[src/rtl/fba_ram.sv]
// Generic single-port-write, single-port-read RAM with registered read data.
// No dependencies.
module fba_ram #(
    parameter int WIDTH = 8,
    parameter int DEPTH = 64
) (
    input  logic                     clk,
    input  logic                     we,
    input  logic [$clog2(DEPTH)-1:0] waddr,
    input  logic [WIDTH-1:0]         wdata,
    input  logic [$clog2(DEPTH)-1:0] raddr,
    output logic [WIDTH-1:0]         rdata
);

    logic [WIDTH-1:0] mem [DEPTH];
    logic [WIDTH-1:0] rdata_reg;

    always_ff @(posedge clk)
    begin
        if (we)
        begin
            mem[waddr] <= wdata;
        end
        rdata_reg <= mem[raddr];
    end

    assign rdata = rdata_reg;

endmodule

[config.mk]
export PLATFORM = sky130hd
export DESIGN_NAME = fba_ram
export DESIGN_NICKNAME = d
export VERILOG_FILES = /design/src/rtl/fba_ram.sv
export SDC_FILE = /design/constraint.sdc
export NUM_CORES = 1
export LEC_CHECK = 0
export BUFFER_PORTS_ARGS = -buffer_cell sky130_fd_sc_hd__buf_2
export CAP_MARGIN = 20
export CORE_MARGIN = 2
export CORE_UTILIZATION = 65
export CTS_BUF_LIST = sky130_fd_sc_hd__clkbuf_4 sky130_fd_sc_hd__clkbuf_8
export DETAILED_ROUTE_END_ITERATION = 6
export PLACE_DENSITY = 0.86
export SYNTH_ARGS = -nofsm -noshare
export SYNTH_HDL_FRONTEND = slang
export SYNTH_SLANG_ARGS = --single-unit
export TNS_END_PERCENT = 100
[constraint.sdc]
create_clock -name clk -period 2.45 [get_ports clk]
set_input_delay 0.49 -clock clk [delete_from_list [all_inputs] [get_ports clk]]
set_output_delay 0.49 -clock clk [all_outputs]
set_load 0.02 [all_outputs]
== Word level (Yosys, flattened, before mapping) ==
Memory sizes are Yosys's and may differ from the RTL's. A register that Yosys moved wholly into a read port is not among the register bits.
Cells that the tools add are included.

* Memory bits (writable): 512
* Register bits: 0
* Memories: 1
* Input port bits: 22

{| class="wikitable"
|+ Memory list
! memory !! words !! bits a word !! rd ports !! clocked after memory_dff !! write ports !! RTL line !! RTL
|-
| mem || 64 || 8 || 1 || 1 || 1 || 15 || <nowiki>logic [WIDTH-1:0] mem [DEPTH];</nowiki>
|}

* Muxes and demuxes: 2

{| class="wikitable"
|+ Operators with widths
! cell !! number
|-
| $mux 1 || 2
|}

== Depth between registers and ports, before layout ==
Gate-level depths: netlist (run 1).

* Depth in word-level cells: 2
* Gate-level depth with buffers: 9
* Mapped depth without buffers: 5

== Least setup slack after synthesis (run 1) ==
No wires, ideal clock.

* Path kind: input port to flip-flop
* Start point: in raddr[1]
* End point: reg rdata_reg[3] (netlist: rdata[3]), read port of mem
* Setup time: 128 ps
* Arrival: 2,030 ps
* Stages: 7
* Setup slack: 292 ps
* Cells stage by stage: buf_4 -> buf_2 -> buf_2 -> mux4_2 -> mux4_2 -> o21ai_1 -> o41ai_1

{| class="wikitable"
|+ RTL lines
! element !! RTL line !! RTL
|-
| start: declaration || 11 || <nowiki>input logic [$clog2(DEPTH)-1:0] raddr,</nowiki>
|-
| end: declaration || 16 || <nowiki>logic [WIDTH-1:0] rdata_reg;</nowiki>
|}

==> impl_metrics.yaml, run 1 <==
critical_path:
  ff2ff_path_depth: 5
  slowest_stage: "a2111oi_0"
  path_cells: "mux4_2 > nor2b_1 > a2111oi_0 > buf_4 > o41ai_1"
  end_kind: "flip-flop"
  critical_path_buf_inv_count: 1
  cp.arrival_ps: 2880
  critical-path-top-delay-family: "compound AO/OA/AOI/OAI gates"
  timing.rr.end: "rdata[5]$_DFF_P_"
  timing.rr.start: "mem[3][5]$_DFFE_PP_"
  start_kind: "flip-flop"
  cp.required_ps: 2930
  setup.worst_path.class: "reg -> reg"
  worst_path_largest_cell_delay_ps: 900
  ff2ff_setup_slack_ps: 50
  cp_max_fo: 1
cells_and_area:
  stdcell_count: 1578
  syn_to_final_growth_pct: 14.9
  largest_reg_flops: 512
  nNetsFinal: 1139
  final_cell_area_um2: 23200
  mostFrequentLayoutCells: "edfxtp_1 (512), mux4_2 (126), buf_4 (106), clkbuf_8 (85), nor2_1 (83)"
  num-fill-cells: 1530
  layout_commonest_cell: "edfxtp_1"
  drive_gt1_frac: 0.351
synth:
  ys.flop_type: "edfxtp_1"
  syn_nets: 962
  yosysSeqAreaShare: 0.770
  synthDistinctLibCells: 40
  async_flop_share: 0
  synth_area_per_cell_um2: 21.5
  syn-instance-count: 940
  ys_ff_latch: 520
  yosysWarnings: 0
  syn_area_um2: 20200
  synth_edf_count: 512
worst_hold_path:
  whs_endpoint: "mem[8][0]$_DFFE_PP_"
  hold_class: "in -> reg"
  whs_path_depth: 1
  min-delay-start: "wdata[0]"
route:
  wl_per_cell_um: 29.4
  ant_nets: 0
  drt_iter0_drc: 1726
  num_vias: 10495
  dr.pass1.iters: 5
  routed_via_density: 6.65
  drc: 0
  drt-total-wl_um: 46400
flow_run:
  cap_viol_max_count: 0
global_routing:
  first_global_vias: 10920
  grt_usage: 0.297
  grt_max_degree: 49
  grt_pass1_wl_um: 69900
  overflow: 0
  antenna_found_initial: 0
sta:
  timing.clock.skew_ps: 22.6
  rsz0062_at_grt: "false"
  min_period_over_period: 0.978
  slew_viol_final: 0
  holdWs_ps: 255
  period_needed_ps: 2400
  finalHoldViolations: 0
  fmax_mhz: 417
  relSlewSlack: 0.295
  finalSetupViolations: 0
  max_slew.worst_pin.slew_ps: 1030
cts:
  clkLatencyLatePin_ps: 620
  cts_setup_buffers: 0
  cts_inserted_buffers: 77
  clk_path_buf_depth: 3
  htree_num_levels: 3
  cts-resized-gates: 0
  holdBufCountCts: 0
  cts_root_buf: "clkbuf_8"
  cts_sinks: 520
  cts_tree: "done"
  clkTransAtPathRegs_ps: 60
pwr:
  p_total_mw: 17.9
  p_per_area_nw_per_um2: 775
  p_seq_frac: 0.550
  p_comb_frac: 0.056
  power_frac_clock: 0.393
  p_leak_nw: 7.59
  power.switching_mw: 3.95
  p_int_mw: 14.0
  power.share.switching: 0.220
  ir_worst_vdd_uv: 614
die:
  fp.dieW_um: 180
  die_h_um: 180
  ioPinCount: 30
  start_util: 0.659
  rows: 64
  core-area_um2: 30600
  die_area_um2: 32500
placed_design:
  place.gp.congestion: 0.862
  port_buffers: 29
  place_hpwl_um: 28700
  placed_area_um2: 21600
  placedCellCount: 1434
outcome:
  outcome: "finished clean"
[synth_stat cells, drive strengths merged, types with 3 or more instances]
cell	n	area [um2]
a211oi	4	30.0
a21oi	3	15.0
a221oi	6	52.6
a22oi	3	22.5
buf	34	253
clkbuf	17	63.8
dfxtp	8	160
edfxtp	512	15400
mux2	13	146
mux2i	23	230
mux4	126	2840
nand2	19	71.3
nand2b	7	43.8
nand3	13	65.1
nand3b	3	22.5
nor2	83	312
nor2b	14	87.6
nor3	7	35.0
o2111ai	3	26.3
o21ai	4	20.0
o221ai	8	70.1
o22ai	8	50.1
o2bb2ai	3	26.3
[worst max path at each step]
| stage | start | endpoint | slack (ps) | cells after the start |
|---|---|---|---|---|
| detailed placement | raddr[0] | rdata[5]$_DFF_P_ | -400 | 7 |
| CTS | mem[3][5]$_DFFE_PP_ | rdata[5]$_DFF_P_ | 200 | 5 |
| global placement | raddr[0] | rdata[5]$_DFF_P_ | -340 | 7 |
| finish | mem[3][5]$_DFFE_PP_ | rdata[5]$_DFF_P_ | 50 | 5 |
| floorplan | raddr[1] | rdata[3]$_DFF_P_ | 290 | 7 |
| global route | raddr[0] | rdata[5]$_DFF_P_ | 90 | 7 |
[metrics by stage]
| step | utilization | setup TNS [ps] | setup WS (ps) |
|---|---|---|---|
| 2_1_floorplan | - | 0 | 292 |
| 3_3_place_gp | 0.706 | -935 | -343 |
| 3_5_place_dp | 0.706 | -1220 | -401 |
| 4_1_cts | 0.757 | 0 | 197 |
| 5_1_grt | 0.757 | 0 | 85.2 |
| 6_report | 0.757 | 0 | 53.8 |
[power by group through the flow]
stage          Combinational, mW  Clock (mW)  Sequential [mW]
3_5_place_dp               0.986           0             10.1
3_3_place_gp               0.946           0             10.1
5_1_grt                     1.06        7.52             9.87
6_report                    1.01        7.06             9.88
4_1_cts                     1.00        7.11             9.88
2_1_floorplan              0.525           0             10.1
[per-layer routing]
layer | vias up | wire length, um | track usage
met1 | 5293 | 16400 | 0.414
met5 | - | 0 | 0
met3 | 112 | 5430 | 0.0612
li1 | 4302 | - | -
met4 | 0 | 1380 | 0.0990
met2 | 788 | 23100 | 0.483
[layout make-up]
class,instances,area [um2],share of cell area
sequential,520,15500,0.670
multi-input combinational,369,4320,0.186
clock buffer,106,1320,0.0570
timing repair buffer,149,1260,0.0544
tap,396,495,0.0214
clock inverter,37,240,0.0104
antenna,1,2.50,0.000108
[logic make-up (layout without fill, tap and decap cells)]
kind of cell	count (synthesis)	count (layout)	synth area share
compound gates	54	54	0.0207
buf+inv	51	292	0.0157
flops	520	520	0.770
mux	162	162	0.159
other cells	0	1	0
simple gates	153	153	0.0339
Note: power is estimated with default switching activity, not from simulation.
==> inputs of run 2 (changes only) <==
Settings changed: CORE_UTILIZATION 65 to 45, PLACE_DENSITY 0.86 to 0.64.
==> impl_metrics.yaml, run 2 (synthesis results as in run 1) <==
sta:
  finalHoldViolations: 0
  rsz0062_at_grt: "false"
  period_needed_ps: 2100
  min_period_over_period: 0.858
  finalSetupViolations: 0
  slew_viol_final: 0
  timing.clock.skew_ps: 33.6
  max_slew.worst_pin.slew_ps: 798
  fmax_mhz: 476
  tns_ps: 0
  relSlewSlack: 0.461
route:
  dr.pass1.iters: 5
  drc: 0
  num_vias: 10122
  drt-total-wl_um: 45200
  wl_per_cell_um: 25.2
  drt_iter0_drc: 1024
  routed_via_density: 5.64
  ant_nets: 0
cells_and_area:
  largest_reg_flops: 512
  drive_gt1_frac: 0.360
  syn_to_final_growth_pct: 17.0
  antenna_cells: 0
  layout_commonest_cell: "edfxtp_1"
  stdcell_count: 1794
  nNetsFinal: 1161
  num-fill-cells: 3404
  mostFrequentLayoutCells: "edfxtp_1 (512), mux4_2 (126), buf_4 (120), clkbuf_8 (86), nor2_1 (83)"
critical_path:
  cp_max_fo: 19
  setup.worst_path.class: "in -> reg"
  cp.required_ps: 2950
  end_kind: "flip-flop"
  start_kind: "input port"
  cp.arrival_ps: 2600
placed_design:
  place.gp.congestion: 0.889
  port_buffers: 29
  placedCellCount: 1647
  place_hpwl_um: 29300
cts:
  cts_root_buf: "clkbuf_8"
  clkLatencyLatePin_ps: 650
  cts_inserted_buffers: 82
  htree_num_levels: 3
  cts_tree: "done"
  cts_setup_buffers: 0
  cts_sinks: 520
  clk_path_buf_depth: 3
  holdBufCountCts: 0
  cts-resized-gates: 0
  clkTransAtPathRegs_ps: 60
die:
  ioPinCount: 30
  rows: 77
  die_h_um: 216
  die_area_um2: 46500
  core-area_um2: 44200
  fp.dieW_um: 216
  start_util: 0.456
pwr:
  p_total_mw: 18.0
  p_per_area_nw_per_um2: 762
  p_leak_nw: 7.70
  ir_worst_vdd_uv: 401
worst_hold_path:
  hold_class: "in -> reg"
global_routing:
  antenna_found_initial: 2
  grt_pass1_wl_um: 67600
  grt_usage: 0.200
  grt_max_degree: 65
  first_global_vias: 10555
  overflow: 0
flow_run:
  cap_viol_max_count: 0
outcome:
  outcome: "finished clean"
## run 2: cell types whose count changed in the layout (fill, tap and decap cells not counted)
| cell | previous run | this run |
|---|---|---|
| clkbuf_4 | 22 | 26 |
| clkinv_2 | 11 | 10 |
| clkinvlp_4 | 2 | 3 |
| buf_4 | 106 | 120 |
| diode_2 | 1 | 0 |
| buf_12 | 16 | 19 |
| clkinv_1 | 18 | 21 |
| inv_8 | 3 | 0 |
| clkbuf_8 | 85 | 86 |
| inv_6 | 1 | 0 |
## run 2: final timing paths
check | endpoint | startpoint | slack [ps] | depth (start not counted)
setup reg to reg | rdata[4]$_DFF_P_ | mem[29][4]$_DFFE_PP_ | 360 | 5
setup / recovery | rdata[7]$_DFF_P_ | raddr[0] | 350 | 6
hold / removal | rdata[1]$_DFF_P_ | raddr[5] | 270 | 3
hold reg to reg | rdata[1]$_DFF_P_ | mem[34][1]$_DFFE_PP_ | 840 | 4
## run 2: worst max-delay path, cell delays in order
cell	delay [ps]
clkbuf_8	300
buf_12	230
mux4_2	520
mux4_2	490
o21ai_0	460
nand2_1	100
## run 2: routing by layer
metal  wire length, um  part of all wire  vias up  global-route usage
li1                  -                 -     4344                   -
met1             18600              0.41     5250               0.272
met2             21700              0.48      418               0.315
met3              3420             0.076      106              0.0475
met4              1450             0.032        4              0.0823
met5                27           0.00060        -                   0
## run 2: layout make-up
cell class,instances,area (um2),area share
Sequential cell,520,15500,0.658
Clock buffer,111,1370,0.0579
Clock inverter,36,211,0.00896
Timing Repair Buffer,166,1430,0.0604
Multi-Input combinational cell,369,4320,0.183
Tap cell,592,741,0.0314
## run 2: metrics by stage
step / setup WS, ps / hold WS (ps) / util / instance area, um2
global route: 296 / 259 / 0.534 / 23600
detailed placement: -342 / 832 / 0.498 / 22000
CTS: 346 / 224 / 0.534 / 23600
floorplan: 292 / 589 / - / 20200
global placement: -311 / 793 / 0.498 / 22000
finish: 348 / 267 / 0.534 / 23600
## run 2: report_power, final
part	switching (mW)	internal, mW	leakage (nW)	total, mW
Combinational	0.594	0.421	2.19	1.01
Sequential	0.0337	9.85	4.67	9.88
Clock	3.25	3.82	0.831	7.07
