===== config.mk =====
export PLATFORM = sky130hd
export DESIGN_NAME = fba_pick
export DESIGN_NICKNAME = d
export VERILOG_FILES = /design/src/rtl/fba_pkg.sv /design/src/rtl/fba_pick.sv
export SDC_FILE = /design/constraint.sdc
export NUM_CORES = 1
export LEC_CHECK = 0
export ABC_AREA = 1
export BUFFER_PORTS_ARGS = -buffer_cell sky130_fd_sc_hd__buf_2
export CORE_UTILIZATION = 50
export DETAILED_ROUTE_END_ITERATION = 10
export PLACE_DENSITY_LB_ADDON = 0.08
export SLEW_MARGIN = 30
export SYNTH_ARGS = -nofsm -noshare
export SYNTH_HDL_FRONTEND = slang
export SYNTH_SLANG_ARGS = --single-unit
export TNS_END_PERCENT = 5

===== constraint.sdc =====
create_clock -name vclk -period 2.8
set_input_delay 0 -clock vclk [all_inputs]
set_output_delay 0 -clock vclk [all_outputs]
set_load 0.005 [all_outputs]

===== src/rtl/fba_pkg.sv =====
// Package for the fit block allocator.
// Holds sizing constants, codes, the entry layout and the control types.
// No dependencies.
package fba_pkg;

    localparam int MAX_BLOCKS = 64;
    localparam int BLK_AW     = $clog2(MAX_BLOCKS);
    localparam int NB_W       = BLK_AW + 1;
    localparam int CMP_W      = (NB_W > 7) ? NB_W : 7;

    localparam int SIZE_W  = 20;
    localparam int STAMP_W = 32;
    localparam int OVH_W   = 8;
    localparam int NUM_W   = 7;
    localparam int STAT_W  = 3;
    localparam int CIDX_W  = 2;

    localparam logic [SIZE_W-1:0] SIZE_MAX       = {SIZE_W{1'b1}};
    localparam logic [SIZE_W-1:0] TOTAL_RESET    = SIZE_W'(20000);
    localparam logic [OVH_W-1:0]  OVERHEAD_RESET = OVH_W'(16);

    localparam logic CMD_ALLOC = 1'b0;
    localparam logic CMD_FREE  = 1'b1;

    localparam logic FIT_FIRST = 1'b0;
    localparam logic FIT_BEST  = 1'b1;

    localparam logic [CIDX_W-1:0] CFG_FIT_MODE       = 2'd0;
    localparam logic [CIDX_W-1:0] CFG_TOTAL_MEMORY   = 2'd1;
    localparam logic [CIDX_W-1:0] CFG_BLOCK_OVERHEAD = 2'd2;

    typedef enum logic [STAT_W-1:0] {
        STAT_REUSED   = 3'd0,
        STAT_NEW      = 3'd1,
        STAT_FREED    = 3'd2,
        STAT_NO_MEM   = 3'd3,
        STAT_BAD_FREE = 3'd4
    } status_t;

    typedef enum logic [2:0] {
        ST_IDLE,
        ST_SCAN,
        ST_ALLOC,
        ST_FREE_CHK,
        ST_FREE_WR,
        ST_FINISH
    } state_t;

    typedef struct packed {
        logic [SIZE_W-1:0]  cap;
        logic [SIZE_W-1:0]  used;
        logic [STAMP_W-1:0] stamp;
    } entry_t;

    typedef struct packed {
        logic               valid;
        logic [STAMP_W-1:0] age;
        logic [SIZE_W-1:0]  waste;
    } pick_t;

endpackage


===== src/rtl/fba_pick.sv =====
// Fit compare for one candidate block against the current best pick.
// Depends on fba_pkg.
module fba_pick
    import fba_pkg::*;
(
    input  logic               fit_mode,
    input  logic [SIZE_W-1:0]  size,
    input  logic [STAMP_W-1:0] stamp_count,
    input  logic               is_free,
    input  logic [SIZE_W-1:0]  cap,
    input  logic [STAMP_W-1:0] stamp,
    input  pick_t              best,
    output pick_t              cand,
    output logic               take
);

    logic better;

    always_comb
    begin
        cand.valid = is_free && (cap >= size);
        cand.age   = stamp_count - stamp;
        cand.waste = cap - size;
        if (fit_mode == FIT_FIRST)
        begin
            better = cand.age > best.age;
        end
        else
        begin
            better = (cand.waste < best.waste) ||
                     ((cand.waste == best.waste) && (cand.age < best.age));
        end
        take = cand.valid && (!best.valid || better);
    end

endmodule


# ---- Word level (Yosys, flattened, before mapping)
# Cells that the tools add are included.
# Widths: inputs -> output; s select.
dict set report totals {
  ram_bits 0
  memories 0
  input_bits 159
  mem_bits_ro 0
  output_inout_bits 54
  latchBits 0
  ff_bits 0
  word_cells 14
}
dict set report op_classes {
  n_eq_ne 1
  shift 0
  addsub 2
  reduce_logical 6
  n_mux 1
  n_div 0
  bitwise 0
  magnitude_cmp 4
  multipliers 0
}
# operator n
set op_table {}
lappend op_table {{$gt 32x32->1} 1}
lappend op_table {{$lt 32x32->1} 1}
lappend op_table {{$sub 32x32->32} 1}
lappend op_table {{$eq 20x20->1} 1}
lappend op_table {{$ge 20x20->1} 1}
lappend op_table {{$lt 20x20->1} 1}
lappend op_table {{$sub 20x20->20} 1}
lappend op_table {{$logic_and 1x1->1} 3}
lappend op_table {{$logic_or 1x1->1} 2}
lappend op_table {{$logic_not 1->1} 1}
lappend op_table {{$mux 1} 1}

# ---- Depth between registers and ports, before layout
# Gate-level depths: netlist (run 1).
dict set report depth {
  word_depth 7
  depth_mapped 25
  ltp_nobuf 25
}

# ---- Worst setup path before layout (run 1)
# Ideal clock, no wire load.
dict set report synth_timing {
  kind {input to output}
  start {in cap[0]}
  end {out take}
  path_buffers 0
  stages 21
  path_slack_ns 0.204
  t_required_ns 2.800
  arrival_time_ns 2.596
  path_cell_list {inv_1 ha_1 inv_1 fa_1 nand3_1 nand2_1 a21oi_1 o21ai_1 a21oi_1 xnor2_1 ha_1 nand2_1 nor2_1 nand2_1 nor2_1 nand2_1 nor3b_1 nand3_1 nand2_1 nand2_1 a21oi_1}
}
# element line_no
set synth_lines {}
lappend synth_lines {{from (decl)} fba_pick.sv:10} ;# input logic [SIZE_W-1:0] cap,
lappend synth_lines {{to (decl)} fba_pick.sv:14} ;# output logic take

# ---- Worst setup path after layout (run 1)
dict set report layout_timing {
  start {in size[15]}
  end {out take}
}
dict set report layout_via {
  elab_chain_cells 7
  elab_cells_between_ends 10
  classes_between {1 x add/sub; 2 x order compare; 1 x eq/ne; 1 x mux; 5 x reduce/logical}
}
# element line_no
set layout_rtl {}
lappend layout_rtl {{from (decl)} fba_pick.sv:7} ;# input logic [SIZE_W-1:0] size,
lappend layout_rtl {{branches (longest 6 deep; another with $sub 20x20->20)} n/a}
lappend layout_rtl {{$logic_and 1x1->1 (*)} fba_pick.sv:33} ;# take = cand.valid && (!best.valid || better);
# Every way passes the cells marked *.

==> key figures, run 1 <==
Critical path
  – Crit path buf inv count: 4
  – Worst Path Max Fanout: 4
  – Worst setup SP type: input port
  – Crit path top cell by count: nand2_1
  – CP delay by family, top: simple AND/OR/NAND/NOR gates
  – CP arrival: 3.27 ns
  – Crit Path Class: in -> out
  – WP data required: 2.80 ns
  – Cell chain of the critical path: buf_2 -> inv_1 -> ha_4 -> nand2_1 -> nor2_1 -> inv_1 -> nor3_2 -> nand4_1 -> nand3_1 -> xor2_1 -> ha_1 -> nand2_1 -> nor2_2 -> nand2_1 -> nor2_2 -> nand2_1 -> nor3b_2 -> nand3_1 -> nand2_1 -> nand2_1 -> a21oi_2 -> buf_2
  – Crit-path max cell delay: 0.34 ns
  – Worst setup EP type: output port
  – Critical Path Slowest Stage Cell: nand4_1

Layout
  – Final Util: 86.4%
  – # clk buffers: 0
  – Antenna cells: 0
  – Finished Layout Cells: 1205
  – Layout cells sized above 1: 43.4%
  – Seq cells: 0
  – Layout net count: 1366
  – Layout area overhead: 63.6%
  – Layout filler cell count: 505
  – Register area: 0 um^2

Yosys
  – Sequential element share of the synthesized area: 0%
  – Largest cells by area after synthesis: ha_1 29%, nand2_1 14%, inv_1 13%
  – Syn Inst Count: 756
  – Syn Std Cell Area: 4430 um^2
  – Synth cell types: 32
  – Most frequent cell after synthesis: nand2_1
  – Top-area cell type share of the netlist area: 29.1%
  – Warning count from the yosys run: 0
  – Synth cell count leaders: 161 x nand2_1, 157 x inv_1, 103 x ha_1
  – Synth Area per Inst: 5.86 um^2
  – Syn_nets: 1020
  – Yosys top cell by area: ha_1

STA
  – RSZ-0062 raised after global routing: true
  – Final min period: 3.27 ns
  – Final Cycle Share: 117%
  – Max Clk Rate: 0.306 GHz
  – # setup viols final: 1
  – Fin worst setup slack: -0.469 ns
  – Final Hold Viols: 0
  – Final hold slack: 0.376 ns
  – Slew Limit Fails: 0
  – Actual slew at the worst max-slew pin: 0.396 ns
  – Slew HR: 73.4%

Routing
  – Routed WL per cell: 16.4 um
  – DR pass1 iterations: 6
  – Initial DRC Count: 397
  – Final antenna-violating net count: 0
  – DRC viols: 0
  – Via count: 6788
  – Vias per inst: 5.63
  – Final WL: 19.7 mm

Hold path
  – Hold Path Class: in -> out

Pwr
  – Internal power: 1.01 mW
  – Psw: 1.15 mW
  – Maximum VDD drop: 0.160 mV
  – Combinational power share: 100.0%
  – Sw frac: 53.2%
  – Flop pwr share: 0%
  – Leak pwr: 4.16 nW
  – Clk pwr share: 0%
  – Pwr dens: 298 nW/um^2

Floorplanning
  – Die height: 96.1 um
  – Die X: 96.1 um
  – I/O Pins: 213
  – CORE AREA: 8380 um^2
  – Num rows: 33
  – Initial core utilization: 52.8%
  – Total Die Area: 9230 um^2

Global route
  – Total grt overflow: 0
  – Number of antenna violations at the first check in global routing: 0
  – First-pass GRT wire length: 23.2 mm
  – Largest net degree at the start of global routing: 6
  – Vias in the first global route: 5564
  – Global-route usage over all layers: 31.4%

Clock network
  – Post-CTS Hold Fix Bufs: 0

Placement
  – Port-buffer cells: 213
  – Placed insts: 1187
  – RD Place Congestion: 1.02
  – Pre-CTS WS: -0.283 ns
  – Final HPWL DP: 13.7 mm

Run status
  – Status: finished, violations left
  – Failing checks: setup timing

Run
  – Max Cap Viol: 0
==> repair_timing <==
| action | in CTS | in global routing |
|---|---|---|
| gates resized for setup | 25 | 114 |
| setup endpoints to repair | 1 | 1 |
| buffers inserted | 5 | 13 |
| pin swaps | 9 | 41 |
| cloned | 0 | 0 |
==> worst min-delay path, cell delays in order <==
cell     delay, ns
buf_2         0.09
nand2_1       0.10
inv_1         0.08
buf_2         0.11
==> path summary, 6_finish.rpt <==
path,slack [ns],startpoint,end,depth (start not counted)
hold / removal,0.38,is_free,cand[52],4
setup / recovery,-0.47,size[15],take,22
==> logic make-up (layout without fill, tap and decap cells) <==
| group | after synthesis | after routing | share of synthesized area (%) |
|---|---|---|---|
| and+or+nand+nor | 301 | 301 | 28.9 |
| AOI/OAI and AO/OA | 147 | 147 | 18.7 |
| xor gates and xnor gates | 46 | 46 | 9.10 |
| buffers and inverters | 157 | 501 | 13.3 |
| adders and majority gates | 105 | 105 | 30.0 |
==> cells in the final DEF (no fill, tap or decap), types with 13 or more instances in the layout <==
master / count
a21oi_1: 56
a21oi_2: 28
buf_2: 212
buf_4: 131
ha_1: 83
ha_4: 17
inv_1: 152
nand2_1: 143
nand2_2: 23
nand3_1: 20
nand4_1: 13
nor2_1: 57
o21ai_0: 22
xor2_1: 26
==> cell type report <==
type / count / area, um^2 / area share [%]
well taps: 105 / 131 / 1.81
inverters: 157 / 594 / 8.21
repair buffers: 344 / 2060 / 28.4
multi-input cells: 599 / 4460 / 61.6
==> metal layers <==
metal | track usage [%] | wire length [um]
met2 | 59.0 | 9230
met1 | 36.7 | 7260
met4 | 12.1 | 1430
met3 | 1.82 | 1780
met5 | 0 | 0
==> through the flow <==
stage / instance area (um^2) / power (mW) / TNS, ns
2_1_floorplan: 4430 / 0.960 / 0
3_3_place_gp: 6470 / 1.75 / -0.203
3_5_place_dp: 6470 / 1.78 / -0.283
4_1_cts: 6610 / 1.83 / -0.109
5_1_grt: 7240 / 2.35 / -0.840
6_report: 7240 / 2.16 / -0.469
==> power by group through the flow <==
stage / clock network [mW] / registers (mW) / logic (mW)
after floorplan: 0 / 0 / 0.960
after global placement: 0 / 0 / 1.75
after detailed placement: 0 / 0 / 1.78
after CTS: 0 / 0 / 1.83
after global routing: 0 / 0 / 2.35
final: 0 / 0 / 2.16
Power figures use the tool's default switching activity.
==> run 2, diff against run 1 <==
--- a/config.mk
+++ b/config.mk
@@ -7,7 +7,7 @@
 export LEC_CHECK = 0
 export ABC_AREA = 1
 export BUFFER_PORTS_ARGS = -buffer_cell sky130_fd_sc_hd__buf_2
-export CORE_UTILIZATION = 50
+export CORE_UTILIZATION = 45
 export DETAILED_ROUTE_END_ITERATION = 10
 export PLACE_DENSITY_LB_ADDON = 0.08
 export SLEW_MARGIN = 30
==> constraint.sdc (replaced) <==
create_clock -name vclk -period 2.75
set_input_delay 0 -clock vclk [all_inputs]
set_output_delay 0 -clock vclk [all_outputs]
set_load 0.005 [all_outputs]
==> run 2 against run 1 <==
Worst hold slack lost 0.057 ns. Critical path depth shrank 2. First-iteration DRC count shrank 59%. Via count shrank 9.9%. Die area grew 11%. Wire length shrank 21%. Global-route usage shrank 3.5 points. Sequential share of layout area is the same. Non-clock buffer count shrank 14. The run still ends with setup timing left.
==> key figures, run 2 (same netlist as run 1, synthesis figures left out) <==
Run status
  – Status: finished, violations left
  – Failing checks: setup timing

STA
  – Fin worst setup slack: -0.0200 ns
  – RSZ-0062 raised after global routing: true
  – Final Cycle Share: 101%
  – # setup viols final: 1
  – Slew HR: 65.3%
  – Final min period: 2.77 ns
  – Max Clk Rate: 0.361 GHz
  – Slew Limit Fails: 0
  – Final Hold Viols: 0
  – Actual slew at the worst max-slew pin: 0.515 ns

Floorplanning
  – Total Die Area: 10200 um^2
  – Initial core utilization: 47.2%
  – Num rows: 35
  – I/O Pins: 213
  – Die height: 101 um
  – CORE AREA: 9370 um^2
  – Die X: 101 um

Critical path
  – Worst Path Max Fanout: 3
  – CP Launch Point: size[1]
  – Crit-path max cell delay: 0.43 ns
  – WP data required: 2.75 ns
  – Crit Path Class: in -> out
  – CP arrival: 2.77 ns
  – Critical Path Slowest Stage Cell: o21ai_0
  – CP delay by family, top: simple AND/OR/NAND/NOR gates
  – Cell chain of the critical path: buf_2 -> inv_1 -> ha_1 -> nand2_2 -> o21ai_0 -> nand4_1 -> nand3_1 -> xor2_2 -> ha_1 -> nand2_2 -> nor2_4 -> nand2_2 -> nor2_2 -> nand2_1 -> nor3b_2 -> nand3_1 -> nand2_1 -> nand2_1 -> a21oi_1 -> buf_2
  – Crit path buf inv count: 3
  – Worst setup SP type: input port
  – Worst setup EP type: output port

Routing
  – DR pass1 iterations: 6
  – Vias per inst: 5.03
  – Via count: 6117
  – Final antenna-violating net count: 0
  – Routed WL per cell: 12.8 um
  – Final WL: 15.5 mm
  – DRC viols: 0
  – Initial DRC Count: 163

Pwr
  – Pwr dens: 288 nW/um^2
  – Leak pwr: 4.10 nW
  – Maximum VDD drop: 0.140 mV

Layout
  – Layout filler cell count: 765
  – Commonest cells after routing, fill and taps aside: 210 x buf_2, 150 x inv_1, 142 x nand2_1
  – Final Util: 77.9%
  – Layout net count: 1352
  – Layout area overhead: 64.9%
  – # clk buffers: 0
  – Register area: 0 um^2
  – Design Area, Final: 7300 um^2
  – Most common cell after layout, fill and taps aside: buf_2
  – Layout cells sized above 1: 44.0%
  – Seq cells: 0
  – Area of the multi-input gates: 4580 um^2

Global route
  – Largest net degree at the start of global routing: 6
  – Total grt overflow: 0
  – Number of antenna violations at the first check in global routing: 1
  – First-pass GRT wire length: 23.3 mm
  – Vias in the first global route: 5662
  – Global-route usage over all layers: 27.9%

Placement
  – Pre-CTS WS: -0.235 ns
  – Port-buffer cells: 213
  – Final HPWL DP: 12.8 mm
  – RD Place Congestion: 0.981
  – Cell Area, Placed: 6400 um^2

Hold path
  – Hold Path Class: in -> out
  – Hold Path Origin: is_free
  – Hold Crit Depth: 4
  – Hold Path Sink: cand[52]

Run
  – Max Cap Viol: 0
[run 2: cell count changes in the layout (fill, tap and decap cells not counted), sizes merged]
cell and change:
buf -14, diode +1
[run 2: where the power goes]
group,switching (mW),internal [mW],total (mW)
combinational,1.08,1.02,2.10
sequential,0,0,0
clock,0,0.0000000487,0.0000000487
total,1.08,1.02,2.10
[run 2: layer usage]
metal,vias up,track usage (%),routed length [um]
met4,0,10.1,588
met5,-,0,0
met1,2709,31.4,6140
met2,228,55.2,8080
met3,53,1.10,698
li1,3127,-,-
[run 2: what timing repair did]
item | 4_1_cts | 5_1_grt
setup buffers | 9 | 9
pin swaps | 31 | 43
gates resized for setup | 60 | 98
hold buffers | 0 | 0
endpoints found under the setup margin | 1 | 1
[run 2: final cells by class]
class | count | area share, %
diodes | 1 | 0.0343
inverters | 157 | 8.14
multi-input cells | 599 | 62.7
well taps | 129 | 2.21
repair buffers | 330 | 26.9
[run 2: stage by stage]
| stage | total power, mW | hold WS [ns] | cells | TNS [ns] |
|---|---|---|---|---|
| after floorplan | 0.977 | 0.102 | 756 | 0 |
| after global placement | 1.75 | 0.320 | 1197 | -0.117 |
| after detailed placement | 1.77 | 0.320 | 1197 | -0.235 |
| after CTS | 1.88 | 0.324 | 1206 | -0.0459 |
| after global routing | 2.33 | 0.342 | 1216 | -0.223 |
| final | 2.10 | 0.319 | 1216 | -0.0200 |
[run 2: worst max-delay path by stage]
stage | to | slack (ns) | cells past startpoint
5_1_grt | take | -0.22 | 22
6_report | take | -0.02 | 20
4_1_cts | take | -0.05 | 25
3_3_place_gp | take | -0.12 | 22
2_1_floorplan | take | 0.15 | 21
3_5_place_dp | take | -0.23 | 25
